**config.mk**
```make
export PLATFORM = sky130hd
export DESIGN_NAME = wildcard_match_dp_stream_top
export DESIGN_NICKNAME = d
export VERILOG_FILES = /design/src/hw/rtl/wmd_pkg.sv /design/src/hw/rtl/wildcard_match_dp_stream_top.sv /design/src/hw/rtl/wmd_cell.sv /design/src/hw/rtl/wmd_cfg.sv
export VERILOG_INCLUDE_DIRS = /design/src /design/src/hw/rtl
export SDC_FILE = /design/constraint.sdc
export NUM_CORES = 1
export LEC_CHECK = 0
export BUFFER_PORTS_ARGS = -buffer_cell sky130_fd_sc_hd__buf_2
export CAP_MARGIN = 20
export CORE_UTILIZATION = 40
export DETAILED_ROUTE_END_ITERATION = 10
export HOLD_SLACK_MARGIN = 0.05
export SLEW_MARGIN = 20
export SYNTH_ARGS = -nofsm -noshare
export SYNTH_HDL_FRONTEND = slang
export SYNTH_SLANG_ARGS = --single-unit
```
**constraint.sdc**
```tcl
create_clock -name clk -period 6.28 [get_ports clk]
set_clock_uncertainty 0.15 [all_clocks]
set_input_delay 0.314 -clock clk [delete_from_list [all_inputs] [get_ports clk]]
set_output_delay 0.314 -clock clk [all_outputs]
set_load 0.005 [all_outputs]
```
**src/hw/rtl/wildcard_match_dp_stream_top_defines.svh**
```systemverilog
// Assertion macros for the wildcard matcher RTL.
// Included by files that carry concurrent checks; needs clk and rst_n in scope.
`ifndef WILDCARD_MATCH_DP_STREAM_TOP_DEFINES_SVH
`define WILDCARD_MATCH_DP_STREAM_TOP_DEFINES_SVH

`ifndef NO_ASSERTIONS
// Plain property check, disabled during reset.
`define WMD_ASSERT(lbl, prop, msg) \
  lbl: assert property (@(posedge clk) disable iff (!rst_n) (prop)) else $error(msg);
// Antecedent this cycle, consequent in the next cycle.
`define WMD_ASSERT_NEXT(lbl, ante, cons, msg) \
  lbl: assert property (@(posedge clk) disable iff (!rst_n) (ante) |=> (cons)) else $error(msg);
`else
`define WMD_ASSERT(lbl, prop, msg)
`define WMD_ASSERT_NEXT(lbl, ante, cons, msg)
`endif

`endif

```
**src/hw/rtl/wmd_pkg.sv**
```systemverilog
// Shared types and constants for the wildcard matcher.
// No dependencies.
package wmd_pkg;

  localparam logic [7:0] STAR_CHAR  = 8'h2A;
  localparam logic [7:0] ANY_CHAR   = 8'h3F;

  localparam int unsigned CFG_ADDR_W = 6;
  localparam int unsigned CFG_DATA_W = 64;
  localparam int unsigned REG_BYTES  = 8;   // pattern bytes per register
  localparam int unsigned PAT_REGS   = 4;   // pattern registers
  localparam int unsigned PAT_STORE  = REG_BYTES * PAT_REGS;

  typedef enum logic [2:0] {
    REG_PAT0 = 3'd0,
    REG_PAT1 = 3'd1,
    REG_PAT2 = 3'd2,
    REG_PAT3 = 3'd3,
    REG_LEN  = 3'd4
  } reg_idx_t;

  // Signals passed from one cell to its right neighbor.
  typedef struct packed {
    logic old_bit;    // reach bit before this item
    logic new_bit;    // reach bit after this item
    logic start_bit;  // restart value (leading stars)
  } link_t;

endpackage

```
**src/hw/rtl/wildcard_match_dp_stream_top.sv**
```systemverilog
// Streaming glob matcher: each input item carries one text byte, each result item says
// whether the text since its start, through that byte, matches the whole configured
// pattern ('*' = any run, '?' = any one byte). One item per clock: the block takes a new
// byte every cycle while out_stall is low, and the result appears in an output register
// in the cycle after acceptance. Cycle time is set by the chain of cells, one per
// pattern position, where a run of stars ripples the new reach bit left to right in the
// same cycle. An item flagged last, or any write to a pattern or length register, makes
// the next text start fresh. Registers sit at byte addresses 8*i on the 64-bit APB-style
// port; pready is tied high. No clearing pass after reset.
`include "wildcard_match_dp_stream_top_defines.svh"

module wildcard_match_dp_stream_top
  import wmd_pkg::*;
#(
  parameter int unsigned PATTERN_CHARS = 32
) (
  input  logic                  clk,
  input  logic                  rst_n,
  // input channel
  input  logic                  in_valid,
  output logic                  in_stall,
  input  logic [7:0]            in_text_char,
  input  logic                  in_last,
  // result channel
  output logic                  out_valid,
  input  logic                  out_stall,
  output logic                  out_prefix_match,
  output logic                  out_end_of_text,
  // configuration port
  input  logic                  cfg_psel,
  input  logic                  cfg_penable,
  input  logic                  cfg_pwrite,
  input  logic [CFG_ADDR_W-1:0] cfg_paddr,
  input  logic [CFG_DATA_W-1:0] cfg_pwdata,
  output logic [CFG_DATA_W-1:0] cfg_prdata,
  output logic                  cfg_pready
);

  localparam int unsigned LEN_W = $clog2(PATTERN_CHARS + 1);

  logic [PATTERN_CHARS-1:0][7:0] pat;
  logic [LEN_W-1:0]              pat_len;
  logic                          cfg_wr_hit;
  logic                          accept;
  logic                          restart_r;
  logic                          restart_nxt;
  logic                          out_valid_r;
  logic                          out_valid_nxt;
  logic                          out_prefix_match_r;
  logic                          out_end_of_text_r;
  logic                          match_bit;
  link_t                         link [PATTERN_CHARS+1];

  assign cfg_pready = 1'b1;

  wmd_cfg #(
    .PATTERN_CHARS(PATTERN_CHARS)
  ) u_cfg (
    .clk        (clk),
    .rst_n      (rst_n),
    .cfg_psel   (cfg_psel),
    .cfg_penable(cfg_penable),
    .cfg_pwrite (cfg_pwrite),
    .cfg_paddr  (cfg_paddr),
    .cfg_pwdata (cfg_pwdata),
    .cfg_prdata (cfg_prdata),
    .pat        (pat),
    .pat_len    (pat_len),
    .wr_hit     (cfg_wr_hit)
  );

  // Output register parts the two sides: take a byte whenever the result slot is free
  // or being drained this cycle.
  assign in_stall = out_valid_r && out_stall;
  assign accept   = in_valid && !in_stall;

  // Position zero has no cell: empty prefix matches only at the start of a text,
  // and is never reachable after a byte has been consumed.
  assign link[0] = '{old_bit: restart_r, new_bit: 1'b0, start_bit: 1'b1};

  for (genvar p = 0; p < PATTERN_CHARS; p++) begin : g_cell
    wmd_cell u_cell (
      .clk       (clk),
      .rst_n     (rst_n),
      .step      (accept),
      .restart   (restart_r),
      .active    (LEN_W'(p + 1) <= pat_len),
      .pat_char  (pat[p]),
      .text_char (in_text_char),
      .left_link (link[p]),
      .right_link(link[p+1])
    );
  end

  // whole pattern matched: new reach bit at the last position in use
  assign match_bit = link[pat_len].new_bit;

  // restart: after reset, after a last byte, after any config write
  always_comb begin
    restart_nxt = restart_r;
    if (cfg_wr_hit) begin
      restart_nxt = 1'b1;
    end else if (accept) begin
      restart_nxt = in_last;
    end
  end

  always_comb begin
    out_valid_nxt = out_valid_r;
    if (accept) begin
      out_valid_nxt = 1'b1;
    end else if (!out_stall) begin
      out_valid_nxt = 1'b0;
    end
  end

  always_ff @(posedge clk) begin
    if (!rst_n) begin
      restart_r   <= 1'b1;
      out_valid_r <= 1'b0;
    end else begin
      restart_r   <= restart_nxt;
      out_valid_r <= out_valid_nxt;
    end
  end

  always_ff @(posedge clk) begin
    if (accept) begin
      out_prefix_match_r <= match_bit;
      out_end_of_text_r  <= in_last;
    end
  end

  assign out_valid        = out_valid_r;
  assign out_prefix_match = out_prefix_match_r;
  assign out_end_of_text  = out_end_of_text_r;

  `WMD_ASSERT_NEXT(a_accept_result, accept, out_valid_r && (out_end_of_text_r == $past(in_last)), "accepted item did not produce a result")
  `WMD_ASSERT_NEXT(a_empty_no_match, accept && (pat_len == '0), !out_prefix_match_r, "empty pattern reported a match")
  `WMD_ASSERT_NEXT(a_cfg_restart, cfg_wr_hit, restart_r, "config write did not restart the text")
  `WMD_ASSERT(a_stall_held, !in_stall || out_valid_r, "input stalled with no pending result")

endmodule

```
**src/hw/rtl/wmd_cell.sv**
```systemverilog
// One pattern position of the matcher chain: holds its reach bit.
// Depends on wmd_pkg.
module wmd_cell
  import wmd_pkg::*;
(
  input  logic       clk,
  input  logic       rst_n,
  input  logic       step,
  input  logic       restart,
  input  logic       active,
  input  logic [7:0] pat_char,
  input  logic [7:0] text_char,
  input  link_t      left_link,
  output link_t      right_link
);

  logic reach_r;
  logic reach_nxt;
  logic is_star;
  logic char_eq;
  logic start_bit;
  logic old_bit;

  assign is_star   = (pat_char == STAR_CHAR);
  assign char_eq   = (pat_char == ANY_CHAR) || (pat_char == text_char);
  assign start_bit = left_link.start_bit & active & is_star;
  assign old_bit   = restart ? start_bit : reach_r;

  // star: keep own bit or take new bit from the left; else diagonal AND compare
  assign reach_nxt = active & (is_star ? (old_bit | left_link.new_bit)
                                       : (char_eq & left_link.old_bit));

  always_ff @(posedge clk) begin
    if (!rst_n) begin
      reach_r <= 1'b0;
    end else if (step) begin
      reach_r <= reach_nxt;
    end
  end

  assign right_link = '{old_bit: old_bit, new_bit: reach_nxt, start_bit: start_bit};

endmodule

```
**src/hw/rtl/wmd_cfg.sv**
```systemverilog
// Configuration registers of the matcher: pattern bytes and pattern length.
// Depends on wmd_pkg.
module wmd_cfg
  import wmd_pkg::*;
#(
  parameter int unsigned PATTERN_CHARS = 32,
  localparam int unsigned LEN_W = $clog2(PATTERN_CHARS + 1)
) (
  input  logic                                clk,
  input  logic                                rst_n,
  input  logic                                cfg_psel,
  input  logic                                cfg_penable,
  input  logic                                cfg_pwrite,
  input  logic [CFG_ADDR_W-1:0]               cfg_paddr,
  input  logic [CFG_DATA_W-1:0]               cfg_pwdata,
  output logic [CFG_DATA_W-1:0]               cfg_prdata,
  output logic [PATTERN_CHARS-1:0][7:0]       pat,
  output logic [LEN_W-1:0]                    pat_len,
  output logic                                wr_hit
);

  logic [PATTERN_CHARS-1:0][7:0] pat_r;
  logic [LEN_W-1:0]              len_r;
  logic [LEN_W-1:0]              len_nxt;
  logic [2:0]                    idx;
  logic                          wr_en;
  logic [PATTERN_CHARS-1:0]      byte_we;
  logic [PAT_REGS-1:0][CFG_DATA_W-1:0] rd_word;

  assign idx    = cfg_paddr[CFG_ADDR_W-1:3];
  assign wr_en  = cfg_psel && cfg_penable && cfg_pwrite;
  assign wr_hit = wr_en && (idx inside {[REG_PAT0:REG_LEN]});

  // saturate length at the number of cells
  assign len_nxt = (cfg_pwdata[5:0] > 6'(PATTERN_CHARS)) ? LEN_W'(PATTERN_CHARS)
                                                         : LEN_W'(cfg_pwdata[5:0]);

  always_comb begin
    for (int p = 0; p < PATTERN_CHARS; p++) begin
      byte_we[p] = wr_en && (p < PAT_STORE) && (idx == 3'(p / REG_BYTES));
    end
  end

  always_ff @(posedge clk) begin
    if (!rst_n) begin
      pat_r <= '0;
      len_r <= '0;
    end else begin
      for (int p = 0; p < PATTERN_CHARS; p++) begin
        if (byte_we[p]) begin
          pat_r[p] <= cfg_pwdata[(p % REG_BYTES)*8 +: 8];
        end
      end
      if (wr_en && idx == REG_LEN) begin
        len_r <= len_nxt;
      end
    end
  end

  // read-back words, bytes without storage read as zero
  for (genvar r = 0; r < PAT_REGS; r++) begin : g_rd
    for (genvar b = 0; b < REG_BYTES; b++) begin : g_byte
      if (r * REG_BYTES + b < PATTERN_CHARS) begin : g_have
        assign rd_word[r][b*8 +: 8] = pat_r[r * REG_BYTES + b];
      end else begin : g_none
        assign rd_word[r][b*8 +: 8] = 8'h00;
      end
    end
  end

  always_comb begin
    case (idx)
      REG_PAT0, REG_PAT1, REG_PAT2, REG_PAT3: cfg_prdata = rd_word[idx[1:0]];
      REG_LEN: cfg_prdata = CFG_DATA_W'(len_r);
      default: cfg_prdata = '0;
    endcase
  end

  assign pat     = pat_r;
  assign pat_len = len_r;

endmodule
```
==> flow_summary_export.csv <==
group,metric,value,unit
run_status,status,"completed",
hold_path,hp-class,"in2reg",
yosys,synth_top_family_by_area,"simple AND/OR/NAND/NOR gates",
power_and_ir_drop,ir_drop,0.1628,mV
placed_design,hpwl,56670,um
floorplan,dieArea,51740,um2
worst_setup_path,required,6.54,ns
route,antenna_left,0,
clock_tree,post-cts-setup-buffers,0,
floorplan,placementRows,82,
yosys,synthArstFlopShare,0,%
power_and_ir_drop,power.net_switching,1140,uW
placed_design,port_buffers,150,
yosys,syn-cell-area,20330,um2
worst_setup_path,critPathTopFamily,"simple AND/OR/NAND/NOR gates",
power_and_ir_drop,p_int,3318,uW
power_and_ir_drop,p_sw_share,25.58,%
cells_and_area,syn_to_final_growth,16.19,%
worst_setup_path,crit_chain,"o31a_1 > o2111ai_1 > nor4_1 > nand4_1 > nor4_2 > nand3_1 > nand3b_1 > nor3_1 > a21oi_1 > a21oi_1 > o21ai_0 > or3_1 > o2111ai_1 > a2111o_1",
timing,hold_viol,0,
clock_tree,clock-sinks,298,
yosys,synth-seq-cells,298,
clock_tree,cts_tree,"done",
global_route,grt_pass1_wl,122600,um
clock_tree,clockRootBuffer,"clkbuf_16",
yosys,syn_inst,2586,
timing,fmax,0.1681,GHz
yosys,yosysSeqAreaShare,29.44,%
clock_tree,clk_pin_slew,0.06,ns
clock_tree,cts_buffers,36,
power_and_ir_drop,sequentialPowerShare,43.3,%
floorplan,core_area,50170,um2
route,dr_wl_met3,6043,um
global_route,antenna_found_initial,3,
timing,period_share,94.73,%
timing,worstMarginPinSlew,1.138,ns
route,wl,80890,um
global_route,grt_max_degree,171,
route,vias_per_cell,6.027,
clock_tree,clock_path_buffers,3,
yosys,synth-compound-area-share,19.16,%
timing,whs,0.1411,ns
floorplan,start_util,40.53,%
yosys,synth_xor_xnor_area_share,11.03,%
route,firstDrtPassIters,6,
worst_setup_path,start_kind,"register",
route,maxUsedRoutingLayer,"met5",
power_and_ir_drop,total_leakage_power,0.008170,uW
route,drc,0,
placed_design,gp_congestion,0.9985,
worst_setup_path,crit_path_max_incr_delay,0.96,ns
worst_setup_path,cpMaxStageDelayCell,"dfxtp_1",
global_route,grt_overflow,0,
yosys,synth_edf_count,2,
floorplan,die-width,227.5,um
clock_tree,htreeDepth,2,
yosys,synth_cell_type_count,83,
worst_setup_path,crit_fanout,21,
worst_setup_path,path_class,"reg2reg",
route,drtIter0Drc,2060,
worst_setup_path,end_kind,"register",
cells_and_area,fillers,5003,
yosys,synth_fa_ha_area_share,0,%
route,drt-met1-wl,33900,um
yosys,ys.flop_type,"dfxtp_1",
timing,max_slew_margin,23.95,%
floorplan,die_h,227.5,um
route,route.met2.wl,37750,um
timing,finalCriticalPeriod,5.949,ns
timing,setup_tns,0,ns
yosys,synthMuxAreaShare,7.428,%
power_and_ir_drop,design_power_total,4458,uW
global_route,grtUsageTotal,31.20,%
power_and_ir_drop,power_frac_clock,47.1,%
timing,slew_violations,0,
yosys,syn_nets,2672,
floorplan,ioPinCount,155,
yosys,syn_area_per_cell,7.862,um2
power_and_ir_drop,p_per_area,188.7,nW/um2
run,maxCapViolCount,0,
route,wl_per_cell,23.63,um
power_and_ir_drop,pwr-share-comb,9.6,%
global_route,grt_pass1_vias,20005,
cells_and_area,fin_nets,2811,
timing,grt_setup_unrepaired,"false",
route,num_vias,20632,
worst_setup_path,worst-path-buf-inv,0,
worst_setup_path,arrival,6.21,ns
yosys,yosysWarnings,0,
timing,setup_viol,0,
yosys,yosys.area_share.simple,28.91,%
clock_tree,insertion_delay,0.55,ns
cells_and_area,drive_gt1_share,14.11,%
-- repair_timing --
| action | 4_1_cts | 5_1_grt |
|---|---|---|
| hold endpoints to repair | 260 | 0 |
| hold buffers | 67 | 0 |
| setup endpoints to repair | 0 | 0 |
| resized for setup | 0 | 0 |
-- cell type report --
| class | instances | area (um2) | area share [%] |
|---|---|---|---|
| Multi-Input combinational cell | 2076 | 13560 | 57.40 |
| Clock buffer | 54 | 1090 | 4.613 |
| Clock inverter | 9 | 80.08 | 0.3390 |
| Timing Repair Buffer | 283 | 1953 | 8.268 |
| Inverter | 30 | 112.6 | 0.4767 |
| Sequential cell | 298 | 5986 | 25.34 |
| Antenna cell | 1 | 2.502 | 0.01059 |
| Tap cell | 672 | 840.8 | 3.559 |
-- power by group through the flow --
stage | Sequential [uW] | Clock [uW] | Combinational [uW]
2_1_floorplan | 1960 | 0 | 242
3_3_place_gp | 1970 | 0 | 380
3_5_place_dp | 1970 | 0 | 387
4_1_cts | 1930 | 2130 | 421
5_1_grt | 1930 | 2200 | 452
6_report | 1930 | 2100 | 426
-- logic make-up after synthesis --
family,after synthesis
xor+xnor,256
simple gates,1204
other cells,1
mux,68
buf+inv,212
compound gates,547
flops,298
-- cell usage in the layout, fill, tap and decap left out, types with 12 or more instances in the layout --
cell / synthesis / routed
a2111oi_0: 12 / 12
a21o_1: 15 / 15
buf_4: 1 / 66
a21boi_0: 271 / 271
or4_1: 16 / 16
nor2_1: 71 / 70
clkbuf_16: 0 / 37
nor2b_1: 85 / 85
or2_2: 21 / 21
nand2b_1: 17 / 17
xor2_1: 160 / 160
and2_1: 28 / 28
xnor2_1: 96 / 96
inv_1: 29 / 29
a21oi_1: 59 / 59
a211oi_1: 21 / 21
nand3_1: 77 / 76
dlygate4sd3_1: 0 / 67
and3_1: 20 / 19
mux4_2: 65 / 65
o21ai_0: 64 / 64
buf_2: 6 / 147
a31oi_1: 18 / 18
nand2_1: 623 / 622
nand4_1: 50 / 50
nor4_1: 82 / 81
or3_1: 33 / 33
nor3_1: 25 / 25
dfxtp_1: 296 / 296
-- cells in the mapped netlist (4+ instances only) --
cell	n	area, um2
a31oi_1	18	112.6
and2_1	28	175.2
or4_1	16	120.1
o211ai_1	9	67.56
o21ai_0	64	320.3
nand4b_1	11	96.34
o22ai_1	4	25.02
nand2b_1	17	106.4
a311o_1	4	40.04
a41oi_1	5	43.79
a2111oi_0	12	105.1
or2_2	21	131.4
a21oi_1	59	295.3
and3_1	20	125.1
dfxtp_1	296	5926
nand4_1	50	312.8
nor4b_1	7	61.31
nor2b_1	85	531.8
a21o_1	15	112.6
nor3_1	25	125.1
o21a_1	6	45.04
inv_1	29	108.9
buf_2	6	30.03
or3_1	33	206.5
buf_1	27	101.4
o31a_1	4	35.03
xnor2_1	96	840.8
o2111ai_1	6	52.55
xor2_1	160	1401
or4b_2	7	70.07
a211o_1	4	35.03
a21boi_0	271	2034
nor3b_1	6	45.04
nand3_1	77	385.4
nor4_1	82	513.0
nand2_1	623	2338
a211oi_1	21	157.7
o31ai_1	8	60.06
mux4_2	65	1464
clkbuf_1	146	548.0
and4_1	5	43.79
nor2_1	71	266.5
-- registers in the layout, indices dropped and copies added (netlist names) --
| name | count |
|---|---|
| u_cfg.pat | 256 |
| g_cell.u_cell.reach_r | 32 |
| out_valid | 1 |
| restart_r | 1 |
| out_end_of_text | 1 |
| out_prefix_match | 1 |
| u_cfg.pat_len | 6 |
-- metrics by stage --
step	instance area [um2]	setup slack, ns	util [%]	std cells
after global placement	21780	0.5118	43.41	3292
after CTS	23620	0.5057	47.08	3422
after detailed placement	21780	0.5187	43.41	3292
after floorplan	20330	1.646	-	2586
after global routing	23620	0.1107	47.09	3423
final	23620	0.3309	47.09	3423
-- final timing paths --
| path | start | endpoint | slack (ns) | depth (start not counted) |
|---|---|---|---|---|
| max | u_cfg.pat_len[4] | out_prefix_match | 0.33 | 14 |
| min reg2reg | g_cell[21].u_cell.reach_r | g_cell[21].u_cell.reach_r | 0.31 | 2 |
| min | rst_n | u_cfg.pat[225] | 0.14 | 2 |
| max reg2reg | u_cfg.pat_len[4] | out_prefix_match | 0.33 | 14 |
-- metal layers --
metal	up-vias	global-route usage [%]
li1	9396	-
met1	10132	41.05
met2	891	51.14
met3	209	4.646
met4	4	12.49
met5	-	0
Power figures use the tool's default switching activity.
